<file path="src/tdsb_pkg.sv">
// Package for the two-row display scroll and backlight sequencer.
// Holds item types, command and effect codes, and the backlight tables.
// No dependencies.
`timescale 1ns / 1ps

package tdsb_pkg;

    localparam int unsigned ROW_LEN_DEF       = 40;
    localparam int unsigned VISIBLE_COLS_DEF  = 16;
    localparam int unsigned SCROLL_PAUSE_DEF  = 8;
    localparam int unsigned HOME_PAUSE_DEF    = 8;
    localparam int unsigned SLEEP_TICKS_DEF   = 3000;

    localparam int unsigned LEN_W     = 7;
    localparam int unsigned POS_W     = 6;
    localparam int unsigned PAUSE_W   = 4;
    localparam int unsigned SLEEP_W   = 12;
    localparam int unsigned STEP_W    = 7;
    localparam int unsigned DUTY_W    = 11;
    localparam int unsigned CFG_IDX_W = 2;
    localparam int unsigned CFG_DAT_W = 4;

    localparam logic [STEP_W-1:0] PULSE_LAST   = 7'd71;
    localparam logic [STEP_W-1:0] PULSE_HALF   = 7'd36;
    localparam logic [STEP_W-1:0] PULSE_QUART  = 7'd18;

    typedef enum logic [1:0] {
        CMD_NONE   = 2'd0,
        CMD_REDRAW = 2'd1,
        CMD_HOME   = 2'd2,
        CMD_BACK   = 2'd3
    } t_cmd;

    localparam logic [2:0] EFF_DEFAULT    = 3'd0;
    localparam logic [2:0] EFF_TO_START   = 3'd1;
    localparam logic [2:0] EFF_WRAP_SPACE = 3'd2;
    localparam logic [2:0] EFF_WRAP       = 3'd3;
    localparam logic [2:0] EFF_REVERSE    = 3'd4;

    localparam logic OP_TICK  = 1'b0;
    localparam logic OP_WRITE = 1'b1;

    localparam logic [CFG_IDX_W-1:0] CFG_EFFECT = 2'd0;
    localparam logic [CFG_IDX_W-1:0] CFG_PULSE  = 2'd1;
    localparam logic [CFG_IDX_W-1:0] CFG_LEVEL  = 2'd2;

    typedef struct packed {
        logic       operation;
        logic       row;
        logic [5:0] text_length;
    } t_in_item;

    typedef struct packed {
        t_cmd        command;
        logic [5:0]  forward_shifts;
        logic [5:0]  position;
        logic [10:0] backlight_duty;
    } t_out_item;

    // What the scroll unit tells the rest of the block about one tick.
    typedef struct packed {
        t_cmd             command;
        logic [5:0]       shifts;
        logic [POS_W-1:0] position;
        logic             redraw;
    } t_scroll_res;

    // round(1024 * max(0.05, 0.8 * sin(5q degrees))) for q = 0..18.
    function automatic logic [DUTY_W-1:0] quarter_wave(input logic [4:0] q);
        logic [DUTY_W-1:0] d;
        unique case (q)
            5'd0:    d = 11'd51;
            5'd1:    d = 11'd71;
            5'd2:    d = 11'd142;
            5'd3:    d = 11'd212;
            5'd4:    d = 11'd280;
            5'd5:    d = 11'd346;
            5'd6:    d = 11'd410;
            5'd7:    d = 11'd470;
            5'd8:    d = 11'd527;
            5'd9:    d = 11'd579;
            5'd10:   d = 11'd628;
            5'd11:   d = 11'd671;
            5'd12:   d = 11'd709;
            5'd13:   d = 11'd742;
            5'd14:   d = 11'd770;
            5'd15:   d = 11'd791;
            5'd16:   d = 11'd807;
            5'd17:   d = 11'd816;
            5'd18:   d = 11'd819;
            default: d = 11'd0;
        endcase
        return d;
    endfunction

    // Steady level in tenths, rounded to 1024ths; ten and above is full scale.
    function automatic logic [DUTY_W-1:0] steady_duty(input logic [3:0] level);
        logic [DUTY_W-1:0] d;
        unique case (level)
            4'd0:    d = 11'd0;
            4'd1:    d = 11'd102;
            4'd2:    d = 11'd205;
            4'd3:    d = 11'd307;
            4'd4:    d = 11'd410;
            4'd5:    d = 11'd512;
            4'd6:    d = 11'd614;
            4'd7:    d = 11'd717;
            4'd8:    d = 11'd819;
            4'd9:    d = 11'd922;
            default: d = 11'd1024;
        endcase
        return d;
    endfunction

endpackage

</file>
<file path="src/tdsb_scroll.sv">
// Scroll unit: row lengths, redraw and scroll state, one item per cycle while i_go is high.
// Depends on tdsb_pkg.
`timescale 1ns / 1ps

module tdsb_scroll #(
    parameter int unsigned ROW_LEN            = tdsb_pkg::ROW_LEN_DEF,
    parameter int unsigned VISIBLE_COLS       = tdsb_pkg::VISIBLE_COLS_DEF,
    parameter int unsigned SCROLL_PAUSE_TICKS = tdsb_pkg::SCROLL_PAUSE_DEF,
    parameter int unsigned HOME_PAUSE_TICKS   = tdsb_pkg::HOME_PAUSE_DEF
) (
    input  logic                  i_clk,
    input  logic                  i_rst_n,
    input  logic                  i_go,
    input  tdsb_pkg::t_in_item    i_item,
    input  logic [2:0]            i_effect,
    output tdsb_pkg::t_scroll_res o_res
);
    import tdsb_pkg::*;

    localparam logic [LEN_W-1:0]   L_ROW    = LEN_W'(ROW_LEN);
    localparam logic [LEN_W-1:0]   L_ROW_M1 = LEN_W'(ROW_LEN - 1);
    localparam logic [LEN_W-1:0]   L_VIS    = LEN_W'(VISIBLE_COLS);
    localparam logic [LEN_W-1:0]   L_SPAN   = LEN_W'(ROW_LEN - VISIBLE_COLS);
    localparam logic [LEN_W-1:0]   L_SKIP   = LEN_W'(ROW_LEN - VISIBLE_COLS + 1);
    localparam logic [POS_W-1:0]   L_LAST   = POS_W'(ROW_LEN - 1);
    localparam logic [PAUSE_W-1:0] L_SPAUSE = PAUSE_W'(SCROLL_PAUSE_TICKS);
    localparam logic [PAUSE_W-1:0] L_HPAUSE = PAUSE_W'(HOME_PAUSE_TICKS);

    logic [LEN_W-1:0]   r_len [2];
    logic [LEN_W-1:0]   n_len [2];
    logic [LEN_W-1:0]   r_longest, n_longest;
    logic               r_pending, n_pending;
    logic [PAUSE_W-1:0] r_spause, n_spause;
    logic [PAUSE_W-1:0] r_hpause, n_hpause;
    logic               r_fwd, n_fwd;
    logic [POS_W-1:0]   r_pos, n_pos;

    logic [LEN_W-1:0] s_clip, s_pad0, s_pad1, s_pos_ext, s_end, s_shifts, s_sum;
    logic [POS_W-1:0] s_back;
    t_cmd             s_cmd;

    assign s_pos_ext = {1'b0, r_pos};

    always_comb begin
        n_len     = r_len;
        n_longest = r_longest;
        n_pending = r_pending;
        n_spause  = r_spause;
        n_hpause  = r_hpause;
        n_fwd     = r_fwd;
        n_pos     = r_pos;
        s_cmd     = CMD_NONE;
        s_shifts  = '0;
        s_end     = r_longest - L_VIS;
        s_sum     = s_pos_ext + s_shifts;
        s_back    = (r_pos == '0) ? L_LAST : r_pos - 1'b1;
        s_clip    = ({1'b0, i_item.text_length} > L_ROW) ? L_ROW
                                                         : {1'b0, i_item.text_length};
        s_pad0    = (i_effect == EFF_WRAP_SPACE && r_len[0] == L_ROW_M1) ? L_ROW : r_len[0];
        s_pad1    = (i_effect == EFF_WRAP_SPACE && r_len[1] == L_ROW_M1) ? L_ROW : r_len[1];

        if (i_item.operation == OP_WRITE) begin
            n_len[i_item.row] = s_clip;
            n_pending         = 1'b1;
        end else if (r_pending) begin
            n_len[0]  = s_pad0;
            n_len[1]  = s_pad1;
            n_longest = (s_pad0 > s_pad1) ? s_pad0 : s_pad1;
            n_pos     = '0;
            n_spause  = '0;
            n_pending = 1'b0;
            n_fwd     = 1'b1;
            s_cmd     = CMD_REDRAW;
        end else if (r_longest > L_VIS) begin
            if (r_spause < L_SPAUSE) begin
                n_spause = r_spause + 1'b1;
            end else if (i_effect <= EFF_TO_START) begin
                if (s_pos_ext >= s_end) begin
                    if (r_hpause < L_HPAUSE) begin
                        n_hpause = r_hpause + 1'b1;
                    end else begin
                        s_cmd    = CMD_HOME;
                        n_pos    = '0;
                        n_spause = '0;
                        n_hpause = '0;
                    end
                end else begin
                    s_shifts = LEN_W'(1);
                end
            end else if (i_effect <= EFF_WRAP) begin
                // Past the text in the blank tail: jump straight to ROW_LEN - VISIBLE_COLS + 1.
                if (s_pos_ext > r_longest && s_pos_ext < L_SPAN) begin
                    s_shifts = L_SKIP - s_pos_ext;
                end else begin
                    s_shifts = LEN_W'(1);
                end
            end else if (i_effect == EFF_REVERSE) begin
                if (r_fwd) begin
                    if (s_pos_ext >= s_end) begin
                        n_fwd = 1'b0;
                    end else begin
                        s_shifts = LEN_W'(1);
                    end
                end else begin
                    s_cmd = CMD_BACK;
                    n_pos = s_back;
                    if (s_back == '0) begin
                        n_fwd = 1'b1;
                    end
                end
            end
            if (s_shifts != '0) begin
                s_sum = s_pos_ext + s_shifts;
                n_pos = (s_sum >= L_ROW) ? POS_W'(s_sum - L_ROW) : POS_W'(s_sum);
            end
        end
    end

    assign o_res.command  = s_cmd;
    assign o_res.shifts   = s_shifts[5:0];
    assign o_res.position = n_pos;
    assign o_res.redraw   = (s_cmd == CMD_REDRAW);

    always_ff @(posedge i_clk) begin
        if (!i_rst_n) begin
            r_len[0]  <= '0;
            r_len[1]  <= '0;
            r_longest <= '0;
            r_pending <= 1'b0;
            r_spause  <= '0;
            r_hpause  <= '0;
            r_fwd     <= 1'b1;
            r_pos     <= '0;
        end else if (i_go) begin
            r_len     <= n_len;
            r_longest <= n_longest;
            r_pending <= n_pending;
            r_spause  <= n_spause;
            r_hpause  <= n_hpause;
            r_fwd     <= n_fwd;
            r_pos     <= n_pos;
        end
    end

    a_pos_in_row: assert property (@(posedge i_clk) disable iff (!i_rst_n)
        s_pos_ext < L_ROW)
        else $error("scroll position left the row");

    a_redraw_clears: assert property (@(posedge i_clk) disable iff (!i_rst_n)
        (i_go && o_res.redraw) |=> (!r_pending && r_spause == '0 && r_pos == '0))
        else $error("redraw did not restart scrolling");

endmodule

</file>
<file path="src/tdsb_backlight.sv">
// Backlight unit: pulse angle, sleep timer and the duty of each tick.
// Depends on tdsb_pkg for the duty tables.
`timescale 1ns / 1ps

module tdsb_backlight #(
    parameter int unsigned SLEEP_TICKS = tdsb_pkg::SLEEP_TICKS_DEF
) (
    input  logic                        i_clk,
    input  logic                        i_rst_n,
    input  logic                        i_tick,
    input  logic                        i_redraw,
    input  logic                        i_pulse,
    input  logic [3:0]                  i_level,
    output logic [tdsb_pkg::DUTY_W-1:0] o_duty
);
    import tdsb_pkg::*;

    logic [STEP_W-1:0]  r_step, n_step;
    logic [SLEEP_W-1:0] r_sleep, n_sleep;
    logic [SLEEP_W-1:0] s_sleep;
    logic [STEP_W-1:0]  s_half, s_quart;

    // A redraw reloads the timer before this tick's duty is worked out.
    assign s_sleep = i_redraw ? SLEEP_W'(SLEEP_TICKS) : r_sleep;
    assign s_half  = (r_step >= PULSE_HALF) ? r_step - PULSE_HALF : r_step;
    assign s_quart = (s_half <= PULSE_QUART) ? s_half : PULSE_HALF - s_half;

    always_comb begin
        n_step  = r_step;
        n_sleep = s_sleep;
        o_duty  = '0;
        if (i_pulse) begin
            o_duty = quarter_wave(s_quart[4:0]);
            n_step = (r_step == PULSE_LAST) ? '0 : r_step + 1'b1;
        end else begin
            n_step = '0;
            if (s_sleep != '0) begin
                n_sleep = s_sleep - 1'b1;
                o_duty  = steady_duty(i_level);
            end
        end
    end

    always_ff @(posedge i_clk) begin
        if (!i_rst_n) begin
            r_step  <= '0;
            r_sleep <= '0;
        end else if (i_tick) begin
            r_step  <= n_step;
            r_sleep <= n_sleep;
        end
    end

    a_step_range: assert property (@(posedge i_clk) disable iff (!i_rst_n)
        r_step <= PULSE_LAST)
        else $error("pulse step out of range");

endmodule

</file>
<file path="src/text_display_scroll_backlight_sequencer_unit.sv">
// Top level of the display scroll and backlight sequencer.
// Depends on tdsb_pkg, tdsb_scroll and tdsb_backlight.
//
//   channel  signals                              direction  item
//   in       i_in_valid / o_in_ready / i_in_item  to block   t_in_item
//   out      o_out_valid / i_out_ready / o_out_item from block t_out_item
//   cfg      i_cfg_valid / o_cfg_ready / index, data to block register write
//
// An item is taken into the input register, worked on once the output
// register is free, and its result lands in the output register.
// Unless the output stalls, one item per cycle; a text write gives no result.
// A stalled output holds the result and stops the input register only when
// the input register is also full. Reset restores all state but the item registers.
`timescale 1ns / 1ps

module text_display_scroll_backlight_sequencer_unit #(
    parameter int unsigned ROW_LEN            = tdsb_pkg::ROW_LEN_DEF,
    parameter int unsigned VISIBLE_COLS       = tdsb_pkg::VISIBLE_COLS_DEF,
    parameter int unsigned SCROLL_PAUSE_TICKS = tdsb_pkg::SCROLL_PAUSE_DEF,
    parameter int unsigned HOME_PAUSE_TICKS   = tdsb_pkg::HOME_PAUSE_DEF,
    parameter int unsigned SLEEP_TICKS        = tdsb_pkg::SLEEP_TICKS_DEF
) (
    input  logic                           i_clk,
    input  logic                           i_rst_n,
    input  logic                           i_in_valid,
    output logic                           o_in_ready,
    input  tdsb_pkg::t_in_item             i_in_item,
    output logic                           o_out_valid,
    input  logic                           i_out_ready,
    output tdsb_pkg::t_out_item            o_out_item,
    input  logic                           i_cfg_valid,
    output logic                           o_cfg_ready,
    input  logic [tdsb_pkg::CFG_IDX_W-1:0] i_cfg_index,
    input  logic [tdsb_pkg::CFG_DAT_W-1:0] i_cfg_data
);
    import tdsb_pkg::*;

    logic        r_in_valid;
    t_in_item    r_in;
    logic        r_out_valid;
    t_out_item   r_out;
    logic [2:0]  r_effect;
    logic        r_pulse;
    logic [3:0]  r_level;

    logic              s_out_free, s_go, s_tick;
    t_scroll_res       s_res;
    logic [DUTY_W-1:0] s_duty;

    assign s_out_free  = !r_out_valid || i_out_ready;
    assign s_go        = r_in_valid && s_out_free;
    assign s_tick      = s_go && (r_in.operation == OP_TICK);
    assign o_in_ready  = !r_in_valid || s_out_free;
    assign o_out_valid = r_out_valid;
    assign o_out_item  = r_out;
    assign o_cfg_ready = 1'b1;

    tdsb_scroll #(
        .ROW_LEN            (ROW_LEN),
        .VISIBLE_COLS       (VISIBLE_COLS),
        .SCROLL_PAUSE_TICKS (SCROLL_PAUSE_TICKS),
        .HOME_PAUSE_TICKS   (HOME_PAUSE_TICKS)
    ) u_scroll (
        .i_clk    (i_clk),
        .i_rst_n  (i_rst_n),
        .i_go     (s_go),
        .i_item   (r_in),
        .i_effect (r_effect),
        .o_res    (s_res)
    );

    tdsb_backlight #(
        .SLEEP_TICKS (SLEEP_TICKS)
    ) u_backlight (
        .i_clk    (i_clk),
        .i_rst_n  (i_rst_n),
        .i_tick   (s_tick),
        .i_redraw (s_res.redraw),
        .i_pulse  (r_pulse),
        .i_level  (r_level),
        .o_duty   (s_duty)
    );

    always_ff @(posedge i_clk) begin
        if (!i_rst_n) begin
            r_in_valid  <= 1'b0;
            r_out_valid <= 1'b0;
        end else begin
            if (i_in_valid && o_in_ready) begin
                r_in_valid <= 1'b1;
            end else if (s_go) begin
                r_in_valid <= 1'b0;
            end
            if (s_tick) begin
                r_out_valid <= 1'b1;
            end else if (i_out_ready) begin
                r_out_valid <= 1'b0;
            end
        end
    end

    always_ff @(posedge i_clk) begin
        if (i_in_valid && o_in_ready) begin
            r_in <= i_in_item;
        end
        if (s_tick) begin
            r_out.command        <= s_res.command;
            r_out.forward_shifts <= s_res.shifts;
            r_out.position       <= s_res.position;
            r_out.backlight_duty <= s_duty;
        end
    end

    always_ff @(posedge i_clk) begin
        if (!i_rst_n) begin
            r_effect <= EFF_REVERSE;
            r_pulse  <= 1'b0;
            r_level  <= 4'd2;
        end else if (i_cfg_valid && o_cfg_ready) begin
            unique case (i_cfg_index)
                CFG_EFFECT: r_effect <= i_cfg_data[2:0];
                CFG_PULSE:  r_pulse  <= i_cfg_data[0];
                CFG_LEVEL:  r_level  <= i_cfg_data;
                default:    ;
            endcase
        end
    end

    a_write_no_result: assert property (@(posedge i_clk) disable iff (!i_rst_n)
        (s_go && r_in.operation == OP_WRITE) |=> !r_out_valid)
        else $error("text write produced a result");

    a_shift_no_cmd: assert property (@(posedge i_clk) disable iff (!i_rst_n)
        (r_out_valid && r_out.forward_shifts != '0) |-> (r_out.command == CMD_NONE))
        else $error("forward shifts issued together with a command");

endmodule

</file>
<file path="config.mk">
export PLATFORM = sky130hd
export DESIGN_NAME = text_display_scroll_backlight_sequencer_unit
export DESIGN_NICKNAME = d
export VERILOG_FILES = /design/src/tdsb_pkg.sv /design/src/tdsb_scroll.sv /design/src/tdsb_backlight.sv /design/src/text_display_scroll_backlight_sequencer_unit.sv
export SDC_FILE = /design/constraint.sdc
export NUM_CORES = 1
export LEC_CHECK = 0
export ABC_CLOCK_PERIOD_IN_PS = 4800
export BUFFER_PORTS_ARGS = -buffer_cell sky130_fd_sc_hd__clkbuf_2
export CORE_UTILIZATION = 40
export DETAILED_ROUTE_END_ITERATION = 7
export GPL_TIMING_DRIVEN = 0
export PLACE_DENSITY_LB_ADDON = 0.1
export SYNTH_ARGS = -nofsm -noshare
export SYNTH_HDL_FRONTEND = slang
export SYNTH_SLANG_ARGS = --single-unit
export TNS_END_PERCENT = 10
</file>
<file path="constraint.sdc">
create_clock -name i_clk -period 4.8 [get_ports i_clk]
set_input_delay 0.24 -clock i_clk [delete_from_list [all_inputs] [get_ports i_clk]]
set_output_delay 0.24 -clock i_clk [all_outputs]
set_load 0.02 [all_outputs]
</file>
# Word-level counts from Yosys, hierarchy flattened
# Memories as Yosys holds them, arrays and structs flattened. A register that Yosys moved wholly into a read port is not among the register bits.
# Cells that the tools add are included.
[op_classes] eq_ne=12 order_cmp=15 bitwise_logic=5 n_addsub=11 n_reduce_logical=32 n_mux=74
[op_table] cell="$mux W7" n=15
[op_table] cell="$mux W6" n=14
[op_table] cell="$mux W12" n=3
[op_table] cell="$mux W4" n=9
[op_table] cell="$mux W14" n=2
[op_table] cell="$mux W11" n=2
[op_table] cell="$mux W2" n=10
[op_table] cell="$mux W1" n=16
[op_table] cell="$bwmux W14" n=1
[op_table] cell="$eq A7 B6 Y1 const B" n=2
[op_table] cell="$ge A7 B6 Y1 const B" n=2
[op_table] cell="$reduce_and A7 Y1" n=2
[op_table] cell="$logic_not A6 Y1" n=2
[op_table] cell="$reduce_bool A12 Y1" n=1
[op_table] cell="$sub A12 B1 Y12 const B" n=1
[op_table] cell="$reduce_bool A2 Y1" n=5
[op_table] cell="$add A4 B1 Y4 const B" n=2
[op_table] cell="$lt A4 B4 Y1 const B" n=2
[op_table] cell="$reduce_and A2 Y1" n=4
[op_table] cell="$add A6 B7 Y7" n=1
[op_table] cell="$add A7 B1 Y7 const B" n=1
[op_table] cell="$demux W7 S1" n=1
[op_table] cell="$eq A7 B7 Y1 const B" n=1
[op_table] cell="$ge A6 B7 Y1" n=1
[op_table] cell="34 further kinds" n=49
[totals] regBits=99 word_cells=173 n_memories=2 inputBits=19 mem_bits_ro=496
[memory_table] name="(name not given)" words=32 width=10 rd=1 rd_clocked_by_memory_dff=0 write_ports=0 line="tdsb_pkg.sv:71" source="unique case (q)"
[memory_table] name="(name not given)" words=16 width=11 rd=1 rd_clocked_by_memory_dff=1 write_ports=0 line="tdsb_pkg.sv:99" source="unique case (level)"

# Depth between registers and ports, before layout
# Gate-level depths: netlist (run 1).
[depth] word_depth=18 depth_mapped=19 depth_no_buf=19

# By module
# From an unflattened synthesis (run 1), not the netlist that was laid out.
[hier_totals] hier_cells=765 area_unflattened_um2=6587.6
[modules_own_cells] module="tdsb_scroll" instances=1 area_each_um2=3150.5 cells_per_inst=416
[modules_own_cells] module="tdsb_backlight" instances=1 area_each_um2=1998.2 cells_per_inst=268
[modules_own_cells] module="text_display_scroll_backlight_sequencer_unit" instances=1 area_each_um2=1438.9 cells_per_inst=81

# Worst setup path after synthesis (run 1)
# No wires, ideal clock.
[synth_timing] path_kind="register -> register" startpoint="reg u_scroll.r_longest[4]" endpoint="reg r_out (netlist bit o_out_item[15]) (data pin)" stages_incl_launch_ff=20 t_arrival_ps=3751 synth_period_minus_slack_ps=4019 slack_ps=781 path_buffers=0 cell_sequence="dfxtp_1 inv_1 ha_1 ha_1 nand2_1 nor3_1 a21o_1 a221o_1 inv_1 ha_1 fa_1 a211oi_1 nor3_1 nor2_1 inv_1 ha_1 o21a_1 and2_1 o32ai_1 o31ai_1"
[synth_lines] element="start: declaration" line="tdsb_scroll.sv:31" source="logic [LEN_W-1:0] r_longest, n_longest;"
[synth_lines] element="start signal: assignment" line="tdsb_scroll.sv:136" source="r_longest <= n_longest;"
[synth_lines] element="end: declaration" line="text_display_scroll_backlight_sequencer_unit.sv:41" source="t_out_item r_out;"

==> results.yml, run 1 <==
yosys:
  syn_area_per_cell_sq_um: 8.591
  async_flop_share_pct: 0
  synth_top_cell_by_area: "dfxtp_1"
  ys_warn_count: 0
  synthTopCellsByArea: "dfxtp_1 21%, edfxtp_1 14%, ha_1 8.1%, nor2_1 5.7%, nand2_1 4.1%"
  synth_top_area_share_pct: 21.37
  synth-edff-count: 33
  synth_ff_type: "dfxtp_1"
  yosysMostFrequentCell: "nor2_1"
  syn-cell-area_sq_mm: 0.006933
  synth.distinct_cells: 86
  synth-seq-area-share_pct: 35.66
  synth-seq-cells: 107
  syn_inst: 807
  netlist_top_cells_count: "105 x nor2_1, 76 x nand2_1, 74 x dfxtp_1, 45 x ha_1, 42 x o21ai_0"
worst_setup_path:
  crit_required_ns: 4.96
  arrival_ns: 4.65
  critPathKind: "register to register"
  startpoint: "u_scroll.r_pos[0]"
  path_cells: "inv_1 > ha_1 > nor2b_1 > o21ai_0 > a21o_1 > a221o_2 > inv_1 > ha_1 > fa_1 > a211oi_2 > nor3_1 > nor2_1 > inv_1 > ha_1 > o21a_1 > o22ai_2 > o21ai_0 > o31ai_1"
  critPathLaunchType: "register"
  end_kind: "register"
  crit_fanout: 10
  crit_path_top_delay_cell: "dfxtp_2"
  cpPeakStageDelay_ns: 0.45
  timing.rr.start: "u_scroll.r_pos[0]"
timing:
  relSlewSlack_pct: 25.67
  setup_viol: 0
  period_share_pct: 93.56
  slew_violations: 0
  tightest_slew_ns: 1.099
  hold_viol_final: 0
  fmax_ghz: 0.2227
  tns_ns: 0
  fin_skew_ns: 0.01125
  grt_setup_unrepaired: "false"
  finalCriticalPeriod_ns: 4.491
finish:
  instances_no_fill: 1089
  drive_gt1_share_pct: 11.74
  syn_to_final_growth_pct: 12.18
  num-fill-cells: 1632
  diodes: 0
  final_nets: 929
  final_cell_area_sq_mm: 0.007777
floorplan:
  start_util_pct: 41.37
  dieArea_sq_mm: 0.01786
  rows: 47
  fp.coreArea_sq_mm: 0.01676
  die_h_um: 133.7
  chipWidth_um: 133.7
  ios: 47
drt:
  vias: 6200
  finalWirelength_um: 18220
  initialDrtViolationCount: 441
  drt-wirelength-per-cell_um: 16.73
  vias_per_cell: 5.693
  postRouteAntennaNets: 0
  drc: 0
  drt_pass1_iterations: 5
grt:
  overflow: 0
  grt_antenna_before_repair: 0
  grt_usage_pct: 20.71
  grt_start_max_net_pins: 35
  grt_pass1_vias: 5971
  grt_first_pass_wirelength_um: 29580
power:
  seqPwrFrac_pct: 47.7
  clkPwrFrac_pct: 37.2
  peakVddDrop_mv: 0.2079
  combinationalPowerShare_pct: 15.1
  p_switching_w: 0.0005716
  intPower_w: 0.001539
  p_leak_nw: 3.092
  p_per_area_mw_per_mm2: 271.3
  swShare_pct: 27.08
  power_w: 0.002110
cts:
  clk_pin_slew_ns: 0.07
  htree_levels: 3
  clockBufferDepth: 2
  cts_made_buffers: 9
  cts_tree: "done"
  numClockSinks: 107
  insertion_delay_ns: 0.35
  root_buffer: "clkbuf_16"
placed_design:
  place.gp.congestion: 0.9137
  dp.cells: 1073
  placed_area_sq_mm: 0.007438
  io_buffer_count: 45
  dpl.hpwl_um: 13770
worst_hold_path:
  min-delay-start: "i_in_item[0]"
  hp-class: "primary input to register"
job:
  max_cap_viol_count: 0
run_status:
  outcome: "finished clean"
sequential cells by signal, summed over array words and instances, names as in the netlist, 6 cells and up, named ones only:
name                 flops
u_scroll.r_pos           6
o_out_item              25
u_scroll.r_len          14
u_scroll.r_longest       7
r_in                     8
u_backlight.r_sleep     12
u_backlight.r_step       7
path summary, 6_finish.rpt:
path                            slack (ns)                     to  cells past startpoint
worst min-delay path                  0.06                r_in[0]                      1
worst max-delay path                  0.31         o_out_item[14]                     18
worst min register to register        0.46  u_scroll.r_longest[3]                      2
worst max register to register        0.31         o_out_item[14]                     18
worst max-delay path: cells and delay by family, from the launching register on:
kind	cells	cell delay, ns
flops	1	0.45
fa+ha+maj	4	1.27
buf+inv	3	0.35
compound gates	8	1.91
simple gates	3	0.34
timing repair:
action,4_1_cts,5_1_grt
resized for setup,2,4
hold buffers,0,0
endpoints found under the setup margin,2,3
pin swaps,0,3
setup buffers,0,0
stage by stage:
stage               util (%)  hold slack [ns]  setup WS [ns]
floorplan                  -           0.3389         0.7806
global placement       44.37           0.4171        0.04826
detailed placement     44.38           0.4186       -0.09759
CTS                    46.26          0.05129        0.09969
global route           46.41          0.04728        0.02061
finish                 46.41          0.05999         0.3092
cells in the final DEF (no fill, tap or decap), drive strengths merged, types with 11 or more instances in the layout:
cell,n
clkbuf,81
buf,12
o21a,11
o211ai,14
xnor2,13
and2,14
nand3,25
a21oi,37
ha,45
dfxtp,74
nor2,105
xor2,11
nor3,25
a211oi,17
edfxtp,33
inv,40
mux2i,23
o21ai,42
nand2,76
kinds of logic (layout without fill, tap and decap cells):
| group | Yosys count | count (layout) | share of synthesized area, % |
|---|---|---|---|
| AO/OA/AOI/OAI | 212 | 212 | 22.07 |
| XOR/XNOR | 24 | 24 | 3.140 |
| adder cells (fa/ha/maj) | 46 | 46 | 8.410 |
| buffers and inverters | 74 | 135 | 4.638 |
| flip-flops | 107 | 107 | 35.66 |
| multiplexers | 24 | 24 | 3.483 |
| other | 2 | 3 | 0.1083 |
| AND/OR/NAND/NOR | 318 | 318 | 22.49 |
power by group through the flow:
| stage | registers, W | logic [W] | clock network [W] |
|---|---|---|---|
| 6_report | 0.00101 | 0.000319 | 0.000785 |
| 5_1_grt | 0.00101 | 0.000354 | 0.000838 |
| 4_1_cts | 0.00101 | 0.000316 | 0.000803 |
| 3_5_place_dp | 0.00103 | 0.000313 | 0 |
| 3_3_place_gp | 0.00103 | 0.000311 | 0 |
| 2_1_floorplan | 0.00103 | 0.000216 | 0 |
final cells by class:
| cell class | instances | area [sq um] | area share (%) |
|---|---|---|---|
| multi-input cells | 627 | 4168 | 53.59 |
| flip-flops and latches | 107 | 2474 | 31.80 |
| well taps | 220 | 275.3 | 3.539 |
| clock buffers | 12 | 256.5 | 3.298 |
| repair buffers | 45 | 225.2 | 2.896 |
| plain buffers | 36 | 180.2 | 2.317 |
| inverters | 38 | 142.6 | 1.834 |
| clock inverters | 4 | 56.30 | 0.7239 |
layer usage:
layer	GRT usage, %	wire length (um)	vias up
met5	0	0	-
met4	6.818	272	0
met3	2.549	1036	27
met2	33.07	8314	228
met1	28.90	8595	2891
li1	-	-	3054
Note: power is estimated with default switching activity, not from simulation.
==> run 2, diff against run 1 <==
--- a/config.mk
+++ b/config.mk
@@ -10,7 +10,7 @@
 export CORE_UTILIZATION = 40
 export DETAILED_ROUTE_END_ITERATION = 7
 export GPL_TIMING_DRIVEN = 0
-export PLACE_DENSITY_LB_ADDON = 0.1
+export PLACE_DENSITY = 0.55
 export SYNTH_ARGS = -nofsm -noshare
 export SYNTH_HDL_FRONTEND = slang
 export SYNTH_SLANG_ARGS = --single-unit
==> results.yml, run 2 (same netlist as run 1, synthesis figures left out) <==
placed_design:
  place.gp.congestion: 0.8781
  io_buffer_count: 45
  dp.cells: 1073
  post-place-ws_ns: -0.1351
  dpl.hpwl_um: 13710
grt:
  grt_usage_pct: 20.43
  grt_start_max_net_pins: 35
  grt_first_pass_wirelength_um: 29140
  overflow: 0
  grt_antenna_before_repair: 0
  grt_pass1_vias: 5813
finish:
  largest_reg_flops: 25
  layout_common_cells: "105 x nor2_1, 76 x nand2_1, 73 x dfxtp_1"
  layout_commonest_cell: "nor2_1"
  diodes: 0
  syn_to_final_growth_pct: 12.20
  fin_util_pct: 46.41
  final_nets: 929
  drive_gt1_share_pct: 11.62
  instances_no_fill: 1089
timing:
  grt_setup_unrepaired: "false"
  tns_ns: 0
  fin_skew_ns: 0.008514
  setup_viol: 0
  fmax_ghz: 0.2218
  relSlewSlack_pct: 29.82
  slew_violations: 0
  tightest_slew_ns: 1.038
  hold_viol_final: 0
  finalCriticalPeriod_ns: 4.509
  timing.final.ws_setup_ns: 0.2913
  period_share_pct: 93.93
floorplan:
  die_h_um: 133.7
  rows: 47
  fp.coreArea_sq_mm: 0.01676
  start_util_pct: 41.37
  ios: 47
  chipWidth_um: 133.7
  dieArea_sq_mm: 0.01786
worst_setup_path:
  reg2reg_slack_ns: 0.29
  rr_endpoint: "o_out_item[14]"
  crit_required_ns: 4.96
  crit_fanout: 8
  end_kind: "register"
  reg2reg_depth: 19
  timing.rr.start: "u_scroll.r_longest[4]"
  arrival_ns: 4.67
  critPathKind: "register to register"
  critPathLaunchType: "register"
drt:
  finalWirelength_um: 17920
  vias: 6196
  drt-wirelength-per-cell_um: 16.46
  initialDrtViolationCount: 412
  vias_per_cell: 5.690
  drt_pass1_iterations: 5
  drc: 0
  postRouteAntennaNets: 0
power:
  seqPwrFrac_pct: 47.6
  p_per_area_mw_per_mm2: 271.7
  p_switching_w: 0.0005712
  clkPwrFrac_pct: 37.4
  swShare_pct: 27.02
  intPower_w: 0.001543
  peakVddDrop_mv: 0.2508
  power_w: 0.002114
  combinationalPowerShare_pct: 15.0
  p_leak_nw: 3.096
cts:
  clk_pin_slew_ns: 0.07
  htree_levels: 3
  cts_tree: "done"
  root_buffer: "clkbuf_16"
  insertion_delay_ns: 0.35
  cts_made_buffers: 9
  clockBufferDepth: 2
  postCtsSetupBuffers: 0
  numClockSinks: 107
worst_hold_path:
  min-delay-start: "i_in_item[4]"
  hp-class: "primary input to register"
  hold_depth: 1
  whs_endpoint: "r_in[4]"
run_status:
  outcome: "finished clean"
job:
  max_cap_viol_count: 0
==> run 2: cell count changes in the layout (fill, tap and decap cells not counted), sizes merged <==
cell and delta:
clkbuf -1, clkinv +1
==> run 2: worst max-delay path, cell delays in order, from the launching register on <==
cell      delay (ns)
dfxtp_1         0.38
inv_1           0.09
ha_1            0.30
ha_1            0.32
nand2_1         0.07
nor3_1          0.19
a21o_1          0.23
a221o_2         0.29
inv_1           0.11
ha_1            0.25
fa_1            0.42
a211oi_2        0.24
nor3_1          0.13
nor2_1          0.14
inv_1           0.06
ha_1            0.25
o21a_1          0.22
o22ai_2         0.23
o21ai_0         0.12
o31ai_1         0.26
==> run 2: worst max path at each step <==
stage,from,to,slack [ns],depth (start not counted)
6_report,u_scroll.r_longest[4],o_out_item[14],0.29,19
3_5_place_dp,u_scroll.r_pos[0],o_out_item[14],-0.14,18
4_1_cts,u_scroll.r_pos[0],o_out_item[14],0.04,18
3_3_place_gp,u_scroll.r_pos[0],o_out_item[14],0.03,18
5_1_grt,u_scroll.r_longest[4],o_out_item[14],0.03,19
2_1_floorplan,u_scroll.r_longest[4],o_out_item[15],0.78,19
==> run 2: what timing repair did <==
item / CTS / global route
resized for setup: 2 / 3
setup endpoints to repair: 3 / 4
pin swaps: 1 / 0
hold buffers: 0 / 0
==> run 2: area by class of cell <==
| cell class | instances | area [sq um] |
|---|---|---|
| sequential | 107 | 2474 |
| buffer | 36 | 180.2 |
| timing repair buffer | 45 | 225.2 |
| fill | 1667 | 8981 |
| clock inverter | 5 | 65.06 |
| clock buffer | 11 | 254.0 |
| inverter | 38 | 142.6 |
| multi-input combinational | 627 | 4163 |
| tap | 220 | 275.3 |
==> run 2: power by group through the flow <==
stage	Clock, W	Combinational (W)	Sequential (W)
finish	0.000790	0.000318	0.00101
global placement	0	0.000310	0.00103
global route	0.000854	0.000353	0.00101
CTS	0.000813	0.000316	0.00101
floorplan	0	0.000216	0.00103
detailed placement	0	0.000313	0.00103
==> run 2: through the flow <==
| stage | instance area, sq um | hold WS (ns) |
|---|---|---|
| 2_1_floorplan | 6937 | 0.3389 |
| 3_3_place_gp | 7437 | 0.4175 |
| 3_5_place_dp | 7438 | 0.4195 |
| 4_1_cts | 7766 | 0.04468 |
| 5_1_grt | 7779 | 0.03851 |
| 6_report | 7779 | 0.05847 |
==> run 2: metal layers <==
| metal | part of all wire [%] | vias up | track usage (%) |
|---|---|---|---|
| li1 | - | 3054 | - |
| met4 | 1.4 | 0 | 5.240 |
| met1 | 47 | 2937 | 27.78 |
| met2 | 46 | 183 | 32.47 |
| met5 | 0 | - | 0 |
| met3 | 5.0 | 22 | 4.795 |
